### config.mk
export PLATFORM = sky130hd
export DESIGN_NAME = sbsd_div
export DESIGN_NICKNAME = d
export VERILOG_FILES = /design/src/hw/rtl/sbsd_div.sv
export SDC_FILE = /design/constraint.sdc
export NUM_CORES = 1
export LEC_CHECK = 0
export BUFFER_PORTS_ARGS = -buffer_cell sky130_fd_sc_hd__buf_2
export CAP_MARGIN = 20
export CORE_MARGIN = 8
export CORE_UTILIZATION = 59
export CTS_BUF_LIST = sky130_fd_sc_hd__clkbuf_4 sky130_fd_sc_hd__clkbuf_8
export DETAILED_ROUTE_END_ITERATION = 10
export PLACE_DENSITY = 0.84
export SLEW_MARGIN = 5
export SYNTH_ARGS = -nofsm -noshare
export SYNTH_HDL_FRONTEND = slang
export SYNTH_SLANG_ARGS = --single-unit
### constraint.sdc
create_clock -name clk -period 6.33 [get_ports clk]
set_input_delay 0.633 -clock clk [delete_from_list [all_inputs] [get_ports clk]]
set_output_delay 0.633 -clock clk [all_outputs]
set_load 0.005 [all_outputs]
### src/hw/rtl/sbsd_div.sv
// ----------------------------------------------------------------------------
// sbsd_div
// Shared restoring divider, one quotient bit per cycle. A start pulse loads
// the operands; done pulses for one cycle once quotient and remainder hold.
// ----------------------------------------------------------------------------
module sbsd_div #(
  parameter int DVD_W = 17,
  parameter int DVS_W = 16
) (
  input  logic             clk,
  input  logic             rst,
  input  logic             start,
  input  logic [DVD_W-1:0] dividend,
  input  logic [DVS_W-1:0] divisor,
  output logic             done,
  output logic [DVD_W-1:0] quotient,
  output logic [DVS_W-1:0] remainder
);

  localparam int CNT_W = $clog2(DVD_W + 1);

  logic [CNT_W-1:0] cnt;
  logic [DVS_W-1:0] dvs;
  logic [DVS_W:0]   trial;
  logic             fits;
  logic [DVS_W:0]   diff;

  // One restoring step: shift in the next dividend bit, subtract if it fits
  assign trial = {remainder, quotient[DVD_W-1]};
  assign fits  = (trial >= {1'b0, dvs});
  assign diff  = trial - {1'b0, dvs};

  always_ff @(posedge clk) begin
    if (rst) begin
      cnt  <= '0;
      done <= 1'b0;
    end else begin
      done <= 1'b0;
      if (start) begin
        quotient  <= dividend;
        remainder <= '0;
        dvs       <= divisor;
        cnt       <= CNT_W'(DVD_W);
      end else if (cnt != '0) begin
        quotient  <= {quotient[DVD_W-2:0], fits};
        remainder <= fits ? diff[DVS_W-1:0] : trial[DVS_W-1:0];
        cnt       <= cnt - CNT_W'(1);
        done      <= (cnt == CNT_W'(1));
      end
    end
  end

endmodule

==> results.yml, run 1 <==
clocking:
  cts_setup_buffers: 0
  cts_tree: "built"
  numCtsBuffers: 5
  cts_num_sinks: 55
  cts_resized: 0
  clock_latency_ns: 0.30
  cts_root_buf: "clkbuf_8"
  h-tree-depth: 2
  clockBufferDepth: 2
  cts.clk_slew.worst_paths_ns: 0.10
  cts_hold_buf: 0
route:
  ant_nets: 0
  drt_first_pass_iters: 4
  wl_per_cell_um: 16.5
  drcViolationCount: 0
  wl_met1_um: 3020
  dr.max_layer_used: "met4"
  routed_wl_um: 7030
  wl_met2_um: 3360
  wl_met3_um: 583
  drt_iter0_markers: 179
  vias: 2475
  viasPerCell: 5.80
sta:
  finalWorstSetupSlack_ns: 3.52
  tns_ns: 0
  period_needed_ns: 2.81
  skew_ns: 0.00627
  fin_crit_sh_pct: 44.4
  hold_violations: 0
  drv_slew: 0
  max_slew_margin_pct: 51.7
  setup_violations: 0
  whs_ns: 0.496
  rsz0062_at_grt: "no"
  fmax_ghz: 0.355
  worst_slew_pin_slew_ns: 0.719
layout:
  final_area_sq_mm: 0.00367
  layout-area-overhead-vs-synth_pct: 16.3
  final_core_util_pct: 71.4
  diodes: 0
  drive_gt1_share_pct: 28.9
  final_nets: 412
logic_synthesis:
  synth-edff-count: 49
  synth_largest_area_cell: "edfxtp_1"
  ys_types: 54
  async_flop_share_pct: 0
  synthTopCellsByArea: "edfxtp_1, ha_1, mux2_2, a21oi_1, dfxtp_1"
  syn_nets: 341
  synthCells: 285
  ys_ff_latch: 55
  yosysWarnings: 0
  avgSynthCellArea_sq_um: 11.1
  yosys.area.top_type_share_pct: 46.6
  syn_area_sq_mm: 0.00316
  synth_ff_type: "edfxtp_1"
  synth_seq_area_share_pct: 50.4
critical_path:
  crit_fanout: 5
  cp-end-kind: "flop"
  r2r_cells: 9
  start_kind: "flop"
  crit_start: "quotient[16]"
  path_class: "flop to flop"
  timing.rr.start: "quotient[16]"
  worstPathRequired_ns: 6.38
  cp.arrival_ns: 2.87
worst_hold_path:
  min_path_cells: 1
  min-delay-start: "divisor[15]"
  min_path_type: "input pin to flop"
floorplan:
  die-area_sq_mm: 0.00795
  die_y_um: 89.2
  core-area_sq_mm: 0.00514
  num_rows: 26
  die_x_um: 89.2
  initial_utilization_pct: 61.4
  io_pins: 70
power:
  p_clk_share_pct: 19.0
  leakage_nw: 1.54
  comb_power_share_pct: 34.6
  internal_power_w: 0.000685
  power_density_mw_per_mm2: 280
  p_switching_w: 0.000344
  ir_drop_mv: 0.151
  p_sw_share_pct: 33.4
  seq_power_share_pct: 46.5
job:
  drv_cap: 0
global_route:
  grt.total_usage_pct: 18.7
  grt_pass1_wl_um: 11900
  antenna_found_initial: 0
  grt_max_degree: 34
  grt_pass1_vias: 2565
  grt_overflow_total: 0
run_status:
  outcome: "finished clean"
placement:
  dpl_cell_area_sq_mm: 0.00356
  dp_hpwl_um: 5240
  gp_congestion: 0.896
  dp_slack_ns: 3.43
  portBuffers: 69
path summary, 6_finish.rpt:
path                                       to  slack (ns)
worst min-delay path                  dvs[15]        0.50
worst max register to register  remainder[14]        3.52
worst min register to register         cnt[1]        0.52
worst max-delay path            remainder[14]        3.52
synthesized netlist by cell type, types with 2 or more instances:
library cell	count
mux2_2	17
edfxtp_1	49
nand2b_1	2
o211ai_1	3
xor2_1	3
or3_1	3
xnor2_1	5
o21ai_0	18
clkbuf_1	2
ha_1	19
o22ai_1	4
a211o_1	2
a21oi_1	24
dfxtp_1	6
o31a_1	4
nor3_1	9
o31ai_1	3
a31oi_1	2
a21o_1	3
inv_1	21
a211oi_1	6
o21bai_1	3
nand2_1	16
o21a_1	5
nor2_1	16
nand3_1	11
buf_6	2
placed cells by master, fill, tap and decap left out, types with 9 or more instances in the layout:
| cell | count |
|---|---|
| nand2_1 | 16 |
| nor3_1 | 9 |
| mux2_2 | 17 |
| a21oi_1 | 24 |
| ha_1 | 19 |
| o21ai_0 | 18 |
| buf_2 | 69 |
| nor2_1 | 16 |
| edfxtp_1 | 49 |
| inv_1 | 21 |
| nand3_1 | 11 |
power groups by stage:
| stage | registers [W] | logic, W | clock network, W |
|---|---|---|---|
| 2_1_floorplan | 0.000486 | 0.000251 | 0 |
| 3_3_place_gp | 0.000486 | 0.000340 | 0 |
| 6_report | 0.000479 | 0.000356 | 0.000195 |
| 4_1_cts | 0.000480 | 0.000353 | 0.000196 |
| 5_1_grt | 0.000485 | 0.000399 | 0.000210 |
| 3_5_place_dp | 0.000487 | 0.000352 | 0 |
routing by layer:
layer  vias up  track usage, %
met5         -               0
met4         0            4.53
met3         7            5.24
met2        97            30.9
met1      1145            23.6
li1       1226               -
through the flow:
step,cells,total power (W)
after floorplan,285,0.000737
after global placement,418,0.000826
after detailed placement,418,0.000839
after CTS,426,0.00103
after global routing,427,0.00109
final,427,0.00103
state kept, by name, indices dropped and copies added, names as in the netlist:
| register | cells |
|---|---|
| quotient | 17 |
| done | 1 |
| dvs | 16 |
| remainder | 16 |
| cnt | 5 |
layout make-up:
class | count | area [sq um]
Inverter | 21 | 78.8
Timing Repair Buffer | 72 | 380
Multi-Input combinational cell | 201 | 1450
Tap cell | 70 | 87.6
Clock inverter | 3 | 18.8
Fill cell | 398 | 1470
Sequential cell | 55 | 1590
Clock buffer | 5 | 68.8
cell families (layout without fill, tap and decap cells):
kind of cell / Yosys count / in the layout / share of synthesized area (%)
adder cells (fa/ha/maj): 20 / 20 / 8.16
XOR/XNOR: 8 / 8 / 2.22
AND/OR/NAND/NOR: 68 / 68 / 10.7
multiplexers: 18 / 18 / 6.38
AO/OA/AOI/OAI: 87 / 87 / 17.8
buffers and inverters: 29 / 101 / 4.28
flip-flops: 55 / 55 / 50.4
critical path, cell delays in order, from the launching register on:
cell and delay, ns:
edfxtp_1 0.42, inv_1 0.08, ha_1 0.19, fa_1 0.21, and2b_1 0.22, o31a_1 0.27, o31ai_1 0.60, a211oi_1 0.17
a211oi_1 0.28, o22ai_1 0.13
Power figures use the tool's default switching activity.
==> run 2: changes to the inputs <==
CORE_UTILIZATION = 51   (was 59)
PLACE_DENSITY = 0.77   (was 0.84)
clock period = 2.5 ns   (was 6.33 ns; I/O delays follow)
==> results.yml, run 2 (same netlist as run 1, synthesis figures left out) <==
run_status:
  outcome: "finished clean"
sta:
  fin_crit_sh_pct: 97.7
  skew_ns: 0.00396
  setup_violations: 0
  rsz0062_at_grt: "yes"
  hold_violations: 0
  worst_slew_pin_slew_ns: 0.608
  drv_slew: 0
  finalWorstSetupSlack_ns: 0.0575
  fmax_ghz: 0.409
  max_slew_margin_pct: 59.0
  tns_ns: 0
  period_needed_ns: 2.44
route:
  routed_wl_um: 7720
  drt_first_pass_iters: 4
  vias: 2569
  drt_iter0_markers: 183
  ant_nets: 0
  wl_per_cell_um: 17.1
  drcViolationCount: 0
  viasPerCell: 5.71
layout:
  final_nets: 430
  most-common-layout-cells: "buf_2, edfxtp_1, a21oi_1"
  diodes: 0
  layout_commonest_cell: "buf_2"
  final_cells: 450
  top_register: "quotient"
  largest_reg_flops: 17
  largestRegisters: "quotient x17, dvs x16, remainder x16"
  drive_gt1_share_pct: 37.3
  layout-area-overhead-vs-synth_pct: 26.1
critical_path:
  r2r_end: "remainder[12]"
  timing.rr.start: "dvs[1]"
  path_buf_inv: 1
  r2r_setup_slack_ns: 0.06
  cp-end-kind: "flop"
  worst_path_max_delay_cell: "edfxtp_1"
  crit_family: "compound AO/OA/AOI/OAI gates"
  crit_top_cell: "o31a_1"
  cp.arrival_ns: 2.50
  worstPathRequired_ns: 2.56
  r2r_cells: 8
  crit_fanout: 11
  critical-path-max-stage-delay_ns: 0.43
  worstPathCellList: "inv_1 -> ha_1 -> nor2b_1 -> o31a_1 -> o31a_1 -> o31a_4 -> o21ai_2 -> o22ai_1"
  start_kind: "flop"
  path_class: "flop to flop"
global_route:
  grt_overflow_total: 0
  grt_max_degree: 30
  grt.total_usage_pct: 17.3
  antenna_found_initial: 0
  grt_pass1_vias: 2602
  grt_pass1_wl_um: 12200
worst_hold_path:
  min_path_cells: 1
  min_path_type: "input pin to flop"
  whs_endpoint: "dvs[13]"
  min-delay-start: "divisor[13]"
clocking:
  numCtsBuffers: 5
  clock_latency_ns: 0.31
  cts_root_buf: "clkbuf_8"
  cts.clk_slew.worst_paths_ns: 0.09
  clockBufferDepth: 2
  cts_setup_buffers: 0
  cts_tree: "built"
  h-tree-depth: 2
  cts_num_sinks: 55
power:
  ir_drop_mv: 0.407
  power_density_mw_per_mm2: 748
  leakage_nw: 1.65
floorplan:
  die_x_um: 94.7
  die-area_sq_mm: 0.00897
  die_y_um: 94.7
  num_rows: 28
  io_pins: 70
  initial_utilization_pct: 53.0
  core-area_sq_mm: 0.00596
placement:
  dp_slack_ns: 0.00432
  dp_hpwl_um: 5780
  place_inst: 442
  portBuffers: 69
  gp_congestion: 0.897
job:
  drv_cap: 0
[run 2: cell count changes in the layout (fill, tap and decap cells not counted), moves of 4 or more]
| cell | before | now |
|---|---|---|
| ha_4 | 0 | 4 |
| a211oi_1 | 6 | 2 |
| a211oi_2 | 0 | 4 |
| ha_1 | 19 | 14 |
| buf_4 | 2 | 20 |
[run 2: power by group]
group | internal (W) | switching [W]
clock network | 0.000411 | 0.000288
registers | 0.00114 | 0.0000746
logic | 0.000496 | 0.000564
[run 2: layout make-up]
| cell class | instances | area, sq um |
|---|---|---|
| Timing Repair Buffer | 90 | 515 |
| Clock inverter | 2 | 60.1 |
| Tap cell | 75 | 93.8 |
| Inverter | 21 | 78.8 |
| Sequential cell | 55 | 1590 |
| Clock buffer | 6 | 76.3 |
| Multi-Input combinational cell | 201 | 1570 |
| Fill cell | 467 | 1970 |
[run 2: worst max-delay path by stage]
| stage | from | to | slack, ns | cells past startpoint |
|---|---|---|---|---|
| floorplan | remainder[0] | quotient[0] | 0.07 | 7 |
| global placement | quotient[16] | remainder[14] | 0.08 | 10 |
| detailed placement | dvs[1] | remainder[15] | 0.004 | 8 |
| CTS | remainder[13] | remainder[6] | 0.003 | 7 |
| global route | dvs[1] | remainder[5] | -0.05 | 9 |
| finish | dvs[1] | remainder[12] | 0.06 | 8 |
[run 2: metrics by stage]
| step | power [W] | utilization [%] | instance area (sq um) | hold WS, ns |
|---|---|---|---|---|
| 2_1_floorplan | 0.00187 | - | 3160 | 0.319 |
| 3_3_place_gp | 0.00218 | 62.6 | 3730 | 0.426 |
| 3_5_place_dp | 0.00221 | 62.6 | 3730 | 0.429 |
| 4_1_cts | 0.00291 | 64.9 | 3870 | 0.100 |
| 5_1_grt | 0.00314 | 66.9 | 3980 | 0.0936 |
| 6_report | 0.00298 | 66.9 | 3980 | 0.110 |
[run 2: layer usage]
metal	wire length (um)	up-vias	track usage, %
met5	0	-	0
met4	115	0	5.72
met3	638	11	6.11
met2	3560	97	27.5
met1	3400	1200	21.3
li1	-	1261	-
[run 2: repair_timing]
item                       CTS  global route
hold buffers                 0             0
pin swaps                    0             3
resized for setup            1            25
setup endpoints to repair    2            17
==> run 3: changes to the inputs <==
ABC_AREA = 1   (was default)
CORE_UTILIZATION = 52   (was 51)
CTS_BUF_LIST = sky130_fd_sc_hd__clkbuf_8   (was sky130_fd_sc_hd__clkbuf_4 sky130_fd_sc_hd__clkbuf_8)
==> results.yml, run 3 <==
floorplan:
  die_x_um: 97.6
  io_pins: 70
  die-area_sq_mm: 0.00953
  num_rows: 29
  core-area_sq_mm: 0.00639
  initial_utilization_pct: 54.2
  die_y_um: 97.6
logic_synthesis:
  avgSynthCellArea_sq_um: 7.77
  syn_area_sq_mm: 0.00346
  syn_nets: 502
  synth_common_cells: "nand2_1, inv_1, nor2_1, edfxtp_1, ha_1"
  yosys.area.top_type_share_pct: 42.5
  ys_ff_latch: 55
  synth_seq_area_share_pct: 46.0
  synthTopCellsByArea: "edfxtp_1, nand2_1, inv_1, ha_1, nor2_1"
  async_flop_share_pct: 0
  synthCells: 446
  yosysMostFrequentCell: "nand2_1"
  synth_largest_area_cell: "edfxtp_1"
  synth-edff-count: 49
  ys_types: 33
  yosysWarnings: 0
  synth_ff_type: "edfxtp_1"
global_route:
  grt_overflow_total: 0
  gr-usage-met2_pct: 26.4
  grt_max_degree: 35
  grt.met3_usage_pct: 5.76
  gr-usage-met1_pct: 21.7
  antenna_found_initial: 0
  grt_pass1_wl_um: 13600
  grt.total_usage_pct: 16.8
  grt_pass1_vias: 2966
  grt_busiest_layer: "met2"
sta:
  worst_slew_pin_slew_ns: 0.365
  drv_slew: 0
  fmax_ghz: 0.465
  period_needed_ns: 2.15
  setup_violations: 0
  hold_violations: 0
  max_slew_margin_pct: 75.7
  finalWorstSetupSlack_ns: 0.351
  rsz0062_at_grt: "no"
  skew_ns: 0.00447
  fin_crit_sh_pct: 86.0
  tns_ns: 0
route:
  drcViolationCount: 0
  routed_wl_um: 7890
  viasPerCell: 4.87
  drt_iter0_markers: 121
  wl_per_cell_um: 13.2
  ant_nets: 0
  vias: 2910
  drt_first_pass_iters: 5
clocking:
  cts_resized: 0
  cts_num_sinks: 55
  cts.clk_slew.worst_paths_ns: 0.10
  clockBufferDepth: 2
  cts_root_buf: "clkbuf_8"
  cts_tree: "built"
  cts_setup_buffers: 0
  numCtsBuffers: 5
  clock_latency_ns: 0.31
  h-tree-depth: 2
  cts_hold_buf: 0
layout:
  layout-area-overhead-vs-synth_pct: 16.1
  final_cells: 598
  seq_area_sq_mm: 0.00159
  fillCellCount: 569
  most-common-layout-cells: "nand2_1, buf_2, inv_1"
  diodes: 0
  drive_gt1_share_pct: 19.8
  multi_input_area_sq_mm: 0.00154
  largest_reg_flops: 17
  layout_commonest_cell: "nand2_1"
  final_nets: 576
  largestRegisters: "quotient x17, dvs x16, remainder x16"
  top_register: "quotient"
worst_hold_path:
  min_path_type: "input pin to flop"
  min-delay-start: "divisor[4]"
critical_path:
  timing.rr.start: "quotient[16]"
  crit_start: "quotient[16]"
  crit_fanout: 3
  cp-end-kind: "flop"
  path_class: "flop to flop"
  cp.arrival_ns: 2.22
  start_kind: "flop"
  worstPathRequired_ns: 2.57
placement:
  dp_slack_ns: 0.381
  gp_congestion: 0.942
  portBuffers: 69
  dp_hpwl_um: 6190
  place_inst: 590
run_status:
  outcome: "finished clean"
job:
  drv_cap: 0
power:
  ir_drop_mv: 0.353
  leakage_nw: 2.13
  power_density_mw_per_mm2: 678
## run 3: changes by cell type in the layout (fill, tap and decap cells not counted), moves of 13 or more
cell	delta
inv_1	+48
nor2_1	+35
a21oi_1	-13
buf_4	-15
o21ai_0	-15
mux2_2	-17
nand2_1	+150
## run 3: cells by family after synthesis
| family | share of synthesized area [%] |
|---|---|
| AOI/OAI and AO/OA | 2.13 |
| DFF | 46.0 |
| buffers and inverters | 9.97 |
| and+or+nand+nor | 32.5 |
| adders and majority gates | 7.44 |
| xor gates and xnor gates | 2.02 |
## run 3: power breakdown
part | switching (W) | internal, W | leakage [nW]
registers | 0.0000566 | 0.00113 | 0.526
logic | 0.000584 | 0.000358 | 1.54
clock network | 0.000302 | 0.000297 | 0.0599
total | 0.000943 | 0.00179 | 2.13
## run 3: final timing paths
path                                      end  slack [ns]  depth (start not counted)
worst min register to register         cnt[0]        0.52                          2
worst max register to register  remainder[12]        0.35                         13
worst min-delay path                   dvs[4]        0.11                          1
worst max-delay path            remainder[12]        0.35                         13
## run 3: critical path, stage by stage, from the launching register on
cell,delay (ns)
edfxtp_1,0.36
inv_1,0.06
ha_1,0.22
fa_1,0.42
inv_1,0.12
nand3_1,0.08
nand3_1,0.17
nand2_1,0.12
nand3_1,0.09
nand2_1,0.05
nand2_1,0.07
nand2_1,0.05
nand2_1,0.06
nor2_1,0.05
## run 3: layout make-up
| cell class | instances | share of cell area, % |
|---|---|---|
| clock inverters | 3 | 0.995 |
| clock buffers | 5 | 1.71 |
| inverters | 76 | 7.09 |
| repair buffers | 75 | 10.0 |
| well taps | 77 | 2.40 |
| flip-flops and latches | 55 | 39.6 |
| multi-input cells | 307 | 38.2 |
## run 3: layer usage
layer  vias up  routed length, um
met4         0                 68
met5         -                  0
met3         8                520
met1      1298               3750
met2        72               3560
li1       1532                  -
## run 3: through the flow
| step | power (W) | hold WS [ns] | area [sq um] | util (%) |
|---|---|---|---|---|
| 2_1_floorplan | 0.00189 | 0.319 | 3470 | - |
| 5_1_grt | 0.00293 | 0.0914 | 4020 | 63.0 |
| 3_5_place_dp | 0.00215 | 0.428 | 3910 | 61.3 |
| 4_1_cts | 0.00275 | 0.100 | 4020 | 63.0 |
| 6_report | 0.00273 | 0.110 | 4020 | 63.0 |
| 3_3_place_gp | 0.00214 | 0.426 | 3910 | 61.3 |
